### src/hw/rtl/apsp_pkg.sv
// ----------------------------------------------------------------------------
// apsp_pkg: shared types and constants for the all-pairs shortest path unit
// Storage word widths, sequencer states and register codes.
// ----------------------------------------------------------------------------
package apsp_pkg;

    localparam int DIST_W   = 19;
    localparam int PRED_W   = 4;
    localparam int WEIGHT_W = 15;
    localparam int OUT_W    = 18;
    localparam int VC_W     = 4;

    localparam logic [WEIGHT_W-1:0] NO_EDGE   = 15'd23767;
    localparam logic [VC_W-1:0]     VC_RESET  = 4'd8;
    localparam logic [VC_W-1:0]     VC_MIN    = 4'd2;
    localparam logic                REG_VERTEX_COUNT = 1'b0;

    typedef logic [DIST_W-1:0]        dist_t;
    typedef logic signed [PRED_W-1:0] pred_t;

    localparam pred_t PRED_NONE = 4'sb1111;

    typedef enum logic [2:0] {
        ST_LOAD,
        ST_HEAD,
        ST_SWEEP,
        ST_OUT_READ,
        ST_OUT_WAIT
    } apsp_state_t;

endpackage

### src/hw/rtl/apsp_store.sv
// ----------------------------------------------------------------------------
// apsp_store: distance and predecessor matrix storage
// One write port, two registered read ports for distance, one for predecessor.
// ----------------------------------------------------------------------------
module apsp_store #(
    parameter int ADDR_W = 6
) (
    input  logic              aclk,
    input  logic              wr_en,
    input  logic [ADDR_W-1:0] wr_addr,
    input  apsp_pkg::dist_t   wr_dist,
    input  apsp_pkg::pred_t   wr_pred,
    input  logic              rd_en,
    input  logic [ADDR_W-1:0] rd_addr_a,
    input  logic [ADDR_W-1:0] rd_addr_b,
    output apsp_pkg::dist_t   rd_dist_a,
    output apsp_pkg::dist_t   rd_dist_b,
    output apsp_pkg::pred_t   rd_pred_b
);
    import apsp_pkg::*;

    localparam int DEPTH = 1 << ADDR_W;

    dist_t dist_mem [DEPTH];
    pred_t pred_mem [DEPTH];

    dist_t rd_dist_a_reg;
    dist_t rd_dist_b_reg;
    pred_t rd_pred_b_reg;

    always_ff @(posedge aclk) begin
        if (wr_en) begin
            dist_mem[wr_addr] <= wr_dist;
            pred_mem[wr_addr] <= wr_pred;
        end
    end

    always_ff @(posedge aclk) begin
        if (rd_en) begin
            rd_dist_a_reg <= dist_mem[rd_addr_a];
            rd_dist_b_reg <= dist_mem[rd_addr_b];
            rd_pred_b_reg <= pred_mem[rd_addr_b];
        end
    end

    assign rd_dist_a = rd_dist_a_reg;
    assign rd_dist_b = rd_dist_b_reg;
    assign rd_pred_b = rd_pred_b_reg;

endmodule

### src/hw/rtl/all_pairs_shortest_path_unit.sv
// ----------------------------------------------------------------------------
// all_pairs_shortest_path_unit: Floyd-Warshall over a loaded weight matrix
//
//   channel   dir   handshake          payload
//   s_        in    s_valid/s_ready    s_edge_weight
//   m_        out   m_valid/m_ready    m_distance, m_predecessor, m_last
//   apb       in    psel/penable       vertex_count at byte address 0
//
// Load: n*n words, each written as it is accepted. Relaxation uses one
// shared adder and comparator (a row-head read, then one step per cycle).
// Output: each word is read through the registered read port, then held
// until taken. Synchronous reset clears control and loads vertex_count = 8;
// the matrix storage has no clearing pass. A low m_ready holds the current
// word; s_ready is high only while loading.
// ----------------------------------------------------------------------------
module all_pairs_shortest_path_unit #(
    parameter int MAX_VERTICES = 8
) (
    input  logic                           aclk,
    input  logic                           aresetn,
    input  logic                           psel,
    input  logic                           penable,
    input  logic                           pwrite,
    input  logic [2:0]                     paddr,
    input  logic [31:0]                    pwdata,
    output logic [31:0]                    prdata,
    output logic                           pready,
    input  logic                           s_valid,
    output logic                           s_ready,
    input  logic [apsp_pkg::WEIGHT_W-1:0]  s_edge_weight,
    output logic                           m_valid,
    input  logic                           m_ready,
    output logic [apsp_pkg::OUT_W-1:0]     m_distance,
    output apsp_pkg::pred_t                m_predecessor,
    output logic                           m_last
);
    import apsp_pkg::*;

    localparam int IDX_W  = (MAX_VERTICES > 1) ? $clog2(MAX_VERTICES) : 1;
    localparam int ADDR_W = 2 * IDX_W;
    localparam logic [VC_W-1:0] VC_MAX = VC_W'(MAX_VERTICES);

    apsp_state_t state_reg, state_next;

    logic [VC_W-1:0]   vc_reg;
    logic [VC_W-1:0]   n_act;
    logic [VC_W-1:0]   n_m1;
    logic [IDX_W-1:0]  via_reg, via_next;
    logic [IDX_W-1:0]  row_reg, row_next;
    logic [IDX_W-1:0]  col_reg, col_next;
    logic              last_col, last_row, last_via;

    logic              cfg_wr;
    logic              s_fire, m_fire;

    logic              rd_en;
    logic              sel_via_a;
    logic              sel_via_b;
    logic [ADDR_W-1:0] rd_addr_a, rd_addr_b;
    dist_t             rd_dist_a, rd_dist_b;
    pred_t             rd_pred_b;

    logic              cmp_vld_reg;
    logic              head_vld_reg;
    logic [ADDR_W-1:0] cmp_addr_reg;
    dist_t             dfv_reg;
    logic              out_last_reg;
    logic [DIST_W:0]   sum;
    logic              relax_wr;
    pred_t             load_pred;

    logic              wr_en;
    logic [ADDR_W-1:0] wr_addr;
    dist_t             wr_dist;
    pred_t             wr_pred;

    assign pready = 1'b1;
    assign cfg_wr = psel && penable && pwrite && pready && (paddr[2] == REG_VERTEX_COUNT);
    assign prdata = (paddr[2] == REG_VERTEX_COUNT) ? 32'(vc_reg) : '0;

    always_ff @(posedge aclk) begin
        if (!aresetn) begin
            vc_reg <= VC_RESET;
        end else if (cfg_wr) begin
            vc_reg <= pwdata[VC_W-1:0];
        end
    end

    always_comb begin
        if (vc_reg < VC_MIN) begin
            n_act = VC_MIN;
        end else if (vc_reg > VC_MAX) begin
            n_act = VC_MAX;
        end else begin
            n_act = vc_reg;
        end
    end

    assign n_m1     = n_act - 4'd1;
    assign last_col = (VC_W'(col_reg) == n_m1);
    assign last_row = (VC_W'(row_reg) == n_m1);
    assign last_via = (VC_W'(via_reg) == n_m1);

    assign s_fire = s_valid && s_ready;
    assign m_fire = m_valid && m_ready;

    // next state
    always_comb begin
        state_next = state_reg;
        case (state_reg)
            ST_LOAD: begin
                if (s_fire && last_row && last_col) state_next = ST_HEAD;
            end
            ST_HEAD: begin
                state_next = ST_SWEEP;
            end
            ST_SWEEP: begin
                if (last_col) begin
                    if (last_row && last_via) state_next = ST_OUT_READ;
                    else state_next = ST_HEAD;
                end
            end
            ST_OUT_READ: begin
                state_next = ST_OUT_WAIT;
            end
            ST_OUT_WAIT: begin
                if (m_fire) state_next = out_last_reg ? ST_LOAD : ST_OUT_READ;
            end
            default: begin
                state_next = ST_LOAD;
            end
        endcase
    end

    // outputs
    always_comb begin
        s_ready   = 1'b0;
        m_valid   = 1'b0;
        rd_en     = 1'b0;
        sel_via_a = 1'b0;
        sel_via_b = 1'b0;
        case (state_reg)
            ST_LOAD: begin
                s_ready = 1'b1;
            end
            ST_HEAD: begin
                rd_en     = 1'b1;
                sel_via_a = 1'b1;
            end
            ST_SWEEP: begin
                rd_en     = 1'b1;
                sel_via_b = 1'b1;
            end
            ST_OUT_READ: begin
                rd_en = 1'b1;
            end
            ST_OUT_WAIT: begin
                m_valid = 1'b1;
            end
            default: begin
                s_ready = 1'b0;
            end
        endcase
    end

    // counters
    always_comb begin
        via_next = via_reg;
        row_next = row_reg;
        col_next = col_reg;
        if ((state_reg == ST_LOAD && s_fire) || state_reg == ST_SWEEP ||
            (state_reg == ST_OUT_WAIT && m_fire)) begin
            if (last_col) begin
                col_next = '0;
                row_next = last_row ? '0 : row_reg + 1'b1;
            end else begin
                col_next = col_reg + 1'b1;
            end
        end
        if (state_reg == ST_SWEEP && last_col && last_row) begin
            via_next = last_via ? '0 : via_reg + 1'b1;
        end
        if (cfg_wr) begin
            row_next = '0;
            col_next = '0;
            via_next = '0;
        end
    end

    always_ff @(posedge aclk) begin
        if (!aresetn) begin
            state_reg    <= ST_LOAD;
            via_reg      <= '0;
            row_reg      <= '0;
            col_reg      <= '0;
            cmp_vld_reg  <= 1'b0;
            head_vld_reg <= 1'b0;
            out_last_reg <= 1'b0;
        end else begin
            state_reg    <= state_next;
            via_reg      <= via_next;
            row_reg      <= row_next;
            col_reg      <= col_next;
            cmp_vld_reg  <= (state_reg == ST_SWEEP);
            head_vld_reg <= (state_reg == ST_HEAD);
            if (state_reg == ST_OUT_READ) out_last_reg <= last_row && last_col;
        end
    end

    assign rd_addr_a = {row_reg, (sel_via_a ? via_reg : col_reg)};
    assign rd_addr_b = {(sel_via_b ? via_reg : row_reg), col_reg};

    // hold the row's leg to the intermediate vertex, track the pending step
    always_ff @(posedge aclk) begin
        if (head_vld_reg) dfv_reg <= rd_dist_a;
        cmp_addr_reg <= {row_reg, col_reg};
    end

    assign sum      = {1'b0, dfv_reg} + {1'b0, rd_dist_b};
    assign relax_wr = cmp_vld_reg && (sum < {1'b0, rd_dist_a});

    assign load_pred = (s_edge_weight != '0 && s_edge_weight != NO_EDGE)
                     ? PRED_W'(row_reg) : PRED_NONE;

    assign wr_en   = relax_wr || s_fire;
    assign wr_addr = relax_wr ? cmp_addr_reg : {row_reg, col_reg};
    assign wr_dist = relax_wr ? sum[DIST_W-1:0] : DIST_W'(s_edge_weight);
    assign wr_pred = relax_wr ? rd_pred_b : load_pred;

    apsp_store #(
        .ADDR_W (ADDR_W)
    ) u_store (
        .aclk      (aclk),
        .wr_en     (wr_en),
        .wr_addr   (wr_addr),
        .wr_dist   (wr_dist),
        .wr_pred   (wr_pred),
        .rd_en     (rd_en),
        .rd_addr_a (rd_addr_a),
        .rd_addr_b (rd_addr_b),
        .rd_dist_a (rd_dist_a),
        .rd_dist_b (rd_dist_b),
        .rd_pred_b (rd_pred_b)
    );

    assign m_distance    = rd_dist_a[OUT_W-1:0];
    assign m_predecessor = rd_pred_b;
    assign m_last        = out_last_reg;

    a_no_overlap: assert property (@(posedge aclk) disable iff (!aresetn)
        !(s_ready && m_valid))
        else $error("input and output sides active together");

    a_load_done: assert property (@(posedge aclk) disable iff (!aresetn)
        (s_fire && last_row && last_col) |=> !s_ready)
        else $error("still taking words after the last weight");

    a_reopen: assert property (@(posedge aclk) disable iff (!aresetn)
        (m_fire && m_last) |=> s_ready)
        else $error("not reopened after the last result word");

    a_pred_range: assert property (@(posedge aclk) disable iff (!aresetn)
        m_valid |-> (m_predecessor == PRED_NONE ||
                     (!m_predecessor[PRED_W-1] && VC_W'(m_predecessor) < n_act)))
        else $error("predecessor outside the active vertex range");

endmodule

### config.mk
export PLATFORM = sky130hd
export DESIGN_NAME = all_pairs_shortest_path_unit
export DESIGN_NICKNAME = d
export VERILOG_FILES = /design/src/hw/rtl/apsp_pkg.sv /design/src/hw/rtl/apsp_store.sv /design/src/hw/rtl/all_pairs_shortest_path_unit.sv
export SDC_FILE = /design/constraint.sdc
export NUM_CORES = 2
export LEC_CHECK = 0
export BUFFER_PORTS_ARGS = -buffer_cell sky130_fd_sc_hd__buf_2
export CAP_MARGIN = 25
export CORE_ASPECT_RATIO = 1.5
export CORE_MARGIN = 4
export CORE_UTILIZATION = 63
export DETAILED_ROUTE_END_ITERATION = 8
export PLACE_DENSITY = 0.81
export SYNTH_ARGS = -nofsm -noshare
export SYNTH_HDL_FRONTEND = slang
export SYNTH_HIERARCHICAL = 1
export SYNTH_SLANG_ARGS = --single-unit
### constraint.sdc
create_clock -name aclk -period 6.5 [get_ports aclk]
set_input_delay 0.65 -clock aclk [delete_from_list [all_inputs] [get_ports aclk]]
set_output_delay 0.65 -clock aclk [all_outputs]
set_load 0.05 [all_outputs]
After elaboration in Yosys (flattened, before gate mapping)
Memories as Yosys holds them, arrays and structs flattened. A register that Yosys moved wholly into a read port is not among the register bits.
Cells that the tools add are included.

operators by class
  add/subtract/negate cells = 5
  $lt $le $gt $ge = 3
  eq/ne operators = 11
  multiplexer cells = 25
  bitwise operators = 2
  reduce and logical (&&, ||, !) cells = 24

operator list
  cell                  number
  $mux 3                8
  $add 19x19->20        1
  $lt 20x19->1          1
  $mux 4                5
  $mux 19               1
  $logic_and 1x1->1     15
  $ne 15x15->1 const B  1
  $pmux 3 s5            1
  $reduce_bool 15->1    1
  $eq 3x4->1            3
  $add 3x1->3 const B   3
  $mux 1                7
  $eq 3x2->1 const B    2
  $mux 6                1
  $ne 2x2->1 const B    3
  $gt 4x4->1 const B    1
  $lt 4x2->1 const B    1
  $mux 2                2
  $sub 4x1->4 const B   1
  $eq 3x1->1 const B    1
  $eq 3x3->1 const B    1
  $logic_not 3->1       1
  $logic_or 1x1->1      3
  $reduce_and 3->1      1
  4 further kinds       5

storage, ports and cells
  flip-flop bits (word level) = 44
  RAM bits = 1,472
  input port bits = 57
  logic and storage cells = 82
  memories kept = 2

memories
  name              words  bits a word  rd ports  clocked after memory_dff  write ports  line              text
  u_store.dist_mem  64     19           2         2                         1            apsp_store.sv:24  dist_t dist_mem [DEPTH];
  u_store.pred_mem  64     4            1         1                         1            apsp_store.sv:25  pred_t pred_mem [DEPTH];

Logic depth before layout (Yosys ltp)
  depth after elaboration = 9
  mapped depth = 19
  mapped depth without buffers = 18

Cells and area by module
The synthesis kept the hierarchy.

modules (own cells, without submodules)
  module                        instances  cells each  area each (um^2)  sequential area each (um^2)
  apsp_store                    1          3,125       66,775.3          45,463.6
  all_pairs_shortest_path_unit  1          439         3,950.0           1,071.0

Worst setup path before layout
Ideal clock, no wire load.

  kind = reg2reg
  from = register u_store.rd_dist_b_reg[5] (netlist: u_store/rd_dist_b[5]) (read register of u_store.dist_mem)
  to = memory u_store/pred_mem[0][3] (netlist name) (data pin)
  library setup time = 0.563 ns
  arrival = 5.417 ns
  setup slack = 0.520 ns
  cell stages (with the launch flop) = 16
  buffers on the path = 1
  cell sequence = edfxtp_1 -> ha_1 -> and3_1 -> a221oi_2 -> or4_4 -> a41o_1 -> o21a_1 -> or2b_1 -> ha_1 -> nor3b_1 -> o211ai_1 -> a311oi_1 -> a21oi_1 -> a21oi_4 -> buf_4 -> mux2i_1

on the way
  longest elaborated chain between the ends = 4

ends and longest elaborated chain
  what               line                                 text
  start, declared    apsp_store.sv:28                     dist_t rd_dist_b_reg;
  $add 19x19->20     all_pairs_shortest_path_unit.sv:219  assign sum = {1'b0, dfv_reg} + {1'b0, rd_dist_b};
  $lt 20x19->1       all_pairs_shortest_path_unit.sv:220  assign relax_wr = cmp_vld_reg && (sum < {1'b0, rd_dist_a});
  $logic_and 1x1->1  all_pairs_shortest_path_unit.sv:220
  $mux 4             all_pairs_shortest_path_unit.sv:228  assign wr_pred = relax_wr ? rd_pred_b : load_pred;
  via wr_pred[3]     all_pairs_shortest_path_unit.sv:75   pred_t wr_pred;
  end, declared      apsp_store.sv:25

The timed path passes the listed nets, and every way through them passes these cells.

Worst setup path after layout
  from = register u_store.rd_dist_b_reg[4] (netlist: u_store/rd_dist_b[4]) (read register of u_store.dist_mem)
  to = memory u_store/dist_mem[13][5] (netlist name), enable pin

on the way
  longest elaborated chain between the ends = 6
  elaborated cells between the ends (all ways) = 7
  classes of those cells = 1 x add/sub; 1 x order compare; 3 x mux; 2 x reduce/logical

ends and longest elaborated chain
  what                          line                                 text
  $add 19x19->20                all_pairs_shortest_path_unit.sv:219
  $lt 20x19->1                  all_pairs_shortest_path_unit.sv:220
  $logic_and 1x1->1             all_pairs_shortest_path_unit.sv:220
  $logic_or 1x1->1              all_pairs_shortest_path_unit.sv:225  assign wr_en = relax_wr || s_fire;
  via wr_en                     all_pairs_shortest_path_unit.sv:72   logic wr_en;
  $mux 1                        apsp_store.sv:32                     if (wr_en) begin
  $mux 1 (implied by the code)  apsp_store.sv:33                     dist_mem[wr_addr] <= wr_dist;
  end, declared                 apsp_store.sv:24

The timed path passes the listed nets, and every way through them passes these cells.

==> report_table.html <==
<table>
<tr><th>Metric</th><th>Value</th></tr>
<tr><th colspan="2">Run status</th></tr>
<tr><td>Outcome</td><td>finished, final reports clean</td></tr>
<tr><th colspan="2">STA</th></tr>
<tr><td>Minimum period implied by the final worst setup slack</td><td>approximately 6.2 ns</td></tr>
<tr><td>Count of pins over their slew limit</td><td>0</td></tr>
<tr><td>Transition time at the pin with the least slew margin</td><td>about 1.3 ns</td></tr>
<tr><td>Worst slew margin relative to its limit</td><td>11.2%</td></tr>
<tr><td>Number of hold violations in the final report</td><td>0</td></tr>
<tr><td>Final setup vio count</td><td>0</td></tr>
<tr><td>Summed negative setup slack over all endpoints</td><td>0 ns</td></tr>
<tr><td>Timing-limited maximum frequency</td><td>about 160 MHz</td></tr>
<tr><td>Unrepaired setup endpoints after global routing</td><td>false</td></tr>
<tr><td>Final clock skew</td><td>~0.044 ns</td></tr>
<tr><td>Period utilization</td><td>~95%</td></tr>
<tr><th colspan="2">Logic synthesis</th></tr>
<tr><td>Async SR Flop Fraction</td><td>0%</td></tr>
<tr><td>Part of the Yosys area used for sequential elements</td><td>approximately 66%</td></tr>
<tr><td>Area of the mapped netlist</td><td>between 0.07 and 0.08 mm^2</td></tr>
<tr><td>Ranking of synthesized cells by instance count</td><td>sky130_fd_sc_hd__edfxtp_1 (1533), sky130_fd_sc_hd__mux4_2 (665), sky130_fd_sc_hd__mux2i_1 (165), sky130_fd_sc_hd__a22oi_1 (149), sky130_fd_sc_hd__nor2_1 (114)</td></tr>
<tr><td>Cell types occupying the most area after synthesis</td><td>sky130_fd_sc_hd__edfxtp_1 (65%), sky130_fd_sc_hd__mux4_2 (21%), sky130_fd_sc_hd__mux2i_1 (2.3%)</td></tr>
<tr><td>Post-Syn Area per Cell</td><td>a little under 20 um^2</td></tr>
<tr><td>Synth area leader</td><td>sky130_fd_sc_hd__edfxtp_1</td></tr>
<tr><td>Most instantiated flip-flop cell in the synthesis netlist</td><td>sky130_fd_sc_hd__edfxtp_1</td></tr>
<tr><td>Yosys warnings</td><td>6</td></tr>
<tr><td>Fraction of post-synthesis cell area in the top cell type by area</td><td>65.1%</td></tr>
<tr><td>Number of synthesized register bits</td><td>roughly 1600</td></tr>
<tr><td>Cells after synthesis</td><td>about 3600</td></tr>
<tr><td>Most frequent cell after synthesis</td><td>sky130_fd_sc_hd__edfxtp_1</td></tr>
<tr><td>Number of synthesized flops with an enable pin</td><td>1533</td></tr>
<tr><td>Number of distinct library cells after synthesis</td><td>74</td></tr>
<tr><th colspan="2">Final layout</th></tr>
<tr><td>Number of fillers in the final layout</td><td>6200</td></tr>
<tr><td># nets final</td><td>3848</td></tr>
<tr><td>Leading registers by flop count</td><td>u_store/dist_mem: 1216 flops, u_store/pred_mem: 256 flops</td></tr>
<tr><td>Fraction of final layout cells sized beyond drive strength 1</td><td>33.5%</td></tr>
<tr><td>Area overhead of the layout relative to synthesis</td><td>12.1%</td></tr>
<tr><td>Non-Filler Instances</td><td>5314</td></tr>
<tr><td>Largest register FFs</td><td>about 1200</td></tr>
<tr><td>Most flop-heavy register</td><td>u_store/dist_mem</td></tr>
<tr><th colspan="2">Critical path</th></tr>
<tr><td>Required time of the critical path</td><td>around 7 ns</td></tr>
<tr><td>Data arrival time at the worst-slack endpoint</td><td>~6.6 ns</td></tr>
<tr><td>CP Max Fanout</td><td>8</td></tr>
<tr><td>Element type at the critical path end</td><td>flop</td></tr>
<tr><td>Type of the worst setup path</td><td>reg2reg</td></tr>
<tr><td>Startpoint Class</td><td>flop</td></tr>
<tr><th colspan="2">Clock network</th></tr>
<tr><td>Root buffer selected by CTS</td><td>sky130_fd_sc_hd__clkbuf_16</td></tr>
<tr><td>Number of hold buffers added after CTS</td><td>0</td></tr>
<tr><td>Total clock buffers created by CTS</td><td>between 100 and 150</td></tr>
<tr><td>Max clock buf depth</td><td>3</td></tr>
<tr><td>H-tree levels</td><td>4</td></tr>
<tr><td>Clock input transition at the sequential cells of the worst setup and hold paths</td><td>roughly 0.070 ns</td></tr>
<tr><td>CTS resizes</td><td>0</td></tr>
<tr><td>Clock tree from TritonCTS</td><td>built</td></tr>
<tr><td>Post-CTS Setup Repair Bufs</td><td>0</td></tr>
<tr><td>Clock sinks</td><td>between 1500 and 2000</td></tr>
<tr><td>Source-to-sink clock delay at the later pin of the worst-skew pair</td><td>about 0.81 ns</td></tr>
<tr><th colspan="2">Routing</th></tr>
<tr><td>Routed WL per cell</td><td>40.8 um</td></tr>
<tr><td>Number of iterations in the first detailed-routing pass</td><td>6</td></tr>
<tr><td>Via total after detailed routing</td><td>between 40000 and 50000</td></tr>
<tr><td>Aggregate routed wire length</td><td>around 220000 um</td></tr>
<tr><td>Residual DRC count</td><td>0</td></tr>
<tr><td>Post-detailed-route via-to-cell ratio</td><td>~7.8</td></tr>
<tr><td>Antenna violation net count after detailed routing</td><td>0</td></tr>
<tr><td>1st-iter DRT viols</td><td>6648</td></tr>
<tr><th colspan="2">GRT</th></tr>
<tr><td>Overflow left after global routing</td><td>0</td></tr>
<tr><td>First-pass GRT wire length</td><td>a little over 300000 um</td></tr>
<tr><td>Number of global-route vias before repair</td><td>~42000</td></tr>
<tr><td>Pin count of the biggest net entering global routing</td><td>138</td></tr>
<tr><td>GRT Resource Usage Total</td><td>a little under two fifths</td></tr>
<tr><td>Initial antenna violation count</td><td>18</td></tr>
<tr><th colspan="2">Floorplanning</th></tr>
<tr><td>Chip Width</td><td>~280 um</td></tr>
<tr><td>Vertical die dimension</td><td>between 400 and 500 um</td></tr>
<tr><td>Die footprint</td><td>0.118 mm^2</td></tr>
<tr><td>Total number of placement rows</td><td>150</td></tr>
<tr><td>Initial standard-cell utilization of the core</td><td>between 60% and 70%</td></tr>
<tr><td>Core Region</td><td>0.111 mm^2</td></tr>
<tr><td>Number of I/O pins</td><td>approximately 120</td></tr>
<tr><th colspan="2">Place</th></tr>
<tr><td>Port buffer count</td><td>55</td></tr>
<tr><td>Total instance count after detailed placement</td><td>just over 5000</td></tr>
<tr><td>DP HPWL</td><td>around 130000 um</td></tr>
<tr><td>Weighted congestion at the end of routability-driven global placement</td><td>~0.97</td></tr>
<tr><th colspan="2">Power</th></tr>
<tr><td>Peak supply drop</td><td>0.335 mV</td></tr>
<tr><td>Pwr dens</td><td>290 mW/mm^2</td></tr>
<tr><td>Standby leakage power</td><td>about 24 nW</td></tr>
<tr><th colspan="2">Run</th></tr>
<tr><td>Number of maximum-capacitance constraint violations</td><td>0</td></tr>
<tr><th colspan="2">Worst hold path</th></tr>
<tr><td>Class of the worst hold path</td><td>in2reg</td></tr>
</table>
logic make-up after synthesis:
| logic type | share of synthesized area [%] |
|---|---|
| AOI/OAI and AO/OA | 3.99 |
| xor gates and xnor gates | 0.294 |
| adders and majority gates | 0.754 |
| buffers and inverters | 2.15 |
| DFF | 65.8 |
| muxes | 24.3 |
| other | 0.0106 |
| and+or+nand+nor | 2.66 |
layer usage:
metal	up-vias	routed length (um)	track usage [%]
li1	15700	-	-
met1	21100	64200	44.6
met2	3750	104000	58.8
met3	929	27800	10.9
met4	16	21200	28.0
met5	-	107	0
cell type report:
cell class	instances	area, um^2	area share, %
sequential	1558	46500	58.7
multi-input combinational	1732	23100	29.1
inverter	32	120	0.152
antenna	11	27.5	0.0347
clock buffer	172	3790	4.79
tap	1444	1810	2.28
clock inverter	80	724	0.914
timing repair buffer	285	3190	4.03
final timing paths:
| check | slack, ns | from | cells after the start | endpoint |
|---|---|---|---|---|
| worst max-delay path | 0.33 | u_store/rd_dist_b[4] | 21 | u_store/dist_mem[13][5] |
| worst min-delay path | 0.09 | pwdata[3] | 3 | vc_reg[3] |
| worst max register to register | 0.33 | u_store/rd_dist_b[4] | 21 | u_store/dist_mem[13][5] |
| worst min register to register | 0.46 | u_store/rd_dist_a[18] | 0 | dfv_reg[18] |
layout by cell type, fill, tap and decap left out, types with 20 or more instances in the layout:
cell	instances
sky130_fd_sc_hd__nor2_2	66
sky130_fd_sc_hd__conb_1	29
sky130_fd_sc_hd__inv_1	31
sky130_fd_sc_hd__mux2i_1	164
sky130_fd_sc_hd__buf_4	134
sky130_fd_sc_hd__nand2_1	60
sky130_fd_sc_hd__clkinv_1	35
sky130_fd_sc_hd__buf_12	93
sky130_fd_sc_hd__clkinv_2	21
sky130_fd_sc_hd__clkbuf_16	148
sky130_fd_sc_hd__ha_1	41
sky130_fd_sc_hd__mux4_2	665
sky130_fd_sc_hd__buf_2	56
sky130_fd_sc_hd__nand3_1	43
sky130_fd_sc_hd__mux2_2	49
sky130_fd_sc_hd__nor2_1	45
sky130_fd_sc_hd__dfxtp_1	22
sky130_fd_sc_hd__a22oi_1	149
sky130_fd_sc_hd__a21oi_1	56
sky130_fd_sc_hd__edfxtp_1	1533
sky130_fd_sc_hd__o22ai_1	56
sky130_fd_sc_hd__clkbuf_1	24
sky130_fd_sc_hd__nor2b_1	22
sky130_fd_sc_hd__o21ai_0	20
power by group:
group / total, mW / switching (mW) / internal [mW]
Clock: 8.32 / 3.66 / 4.66
Sequential: 11.3 / 0.110 / 11.2
Combinational: 3.34 / 1.99 / 1.35
through the flow:
| step | setup slack, ns | util [%] | cell area, um^2 | hold slack, ns | total power, mW |
|---|---|---|---|---|---|
| 2_1_floorplan | 0.520 | - | 70800 | 0.387 | 13.7 |
| 3_3_place_gp | 0.433 | 67.0 | 74700 | 0.448 | 14.7 |
| 3_5_place_dp | 0.354 | 67.0 | 74700 | 0.439 | 14.8 |
| 4_1_cts | 0.295 | 71.0 | 79200 | 0.0685 | 23.0 |
| 5_1_grt | 0.0282 | 71.1 | 79200 | 0.0826 | 23.6 |
| 6_report | 0.326 | 71.1 | 79300 | 0.0935 | 23.0 |
critical path, cell delays in order (launching register included):
cell                       delay, ns
sky130_fd_sc_hd__edfxtp_1       0.39
sky130_fd_sc_hd__ha_1           0.38
sky130_fd_sc_hd__a21o_1         0.24
sky130_fd_sc_hd__a31o_2         0.25
sky130_fd_sc_hd__o21ai_0        0.40
sky130_fd_sc_hd__nand3_1        0.24
sky130_fd_sc_hd__xnor2_1        0.34
sky130_fd_sc_hd__inv_1          0.08
sky130_fd_sc_hd__ha_1           0.29
sky130_fd_sc_hd__nand4_1        0.22
sky130_fd_sc_hd__inv_1          0.07
sky130_fd_sc_hd__a221oi_1       0.49
sky130_fd_sc_hd__buf_4          0.19
sky130_fd_sc_hd__a21oi_1        0.10
sky130_fd_sc_hd__a21oi_4        0.40
sky130_fd_sc_hd__buf_4          0.29
sky130_fd_sc_hd__a21o_1         0.31
sky130_fd_sc_hd__nor2b_1        0.32
sky130_fd_sc_hd__nand3_1        0.16
sky130_fd_sc_hd__buf_4          0.20
sky130_fd_sc_hd__nor2_2         0.25
sky130_fd_sc_hd__buf_4          0.25
Power figures use the tool's default switching activity.
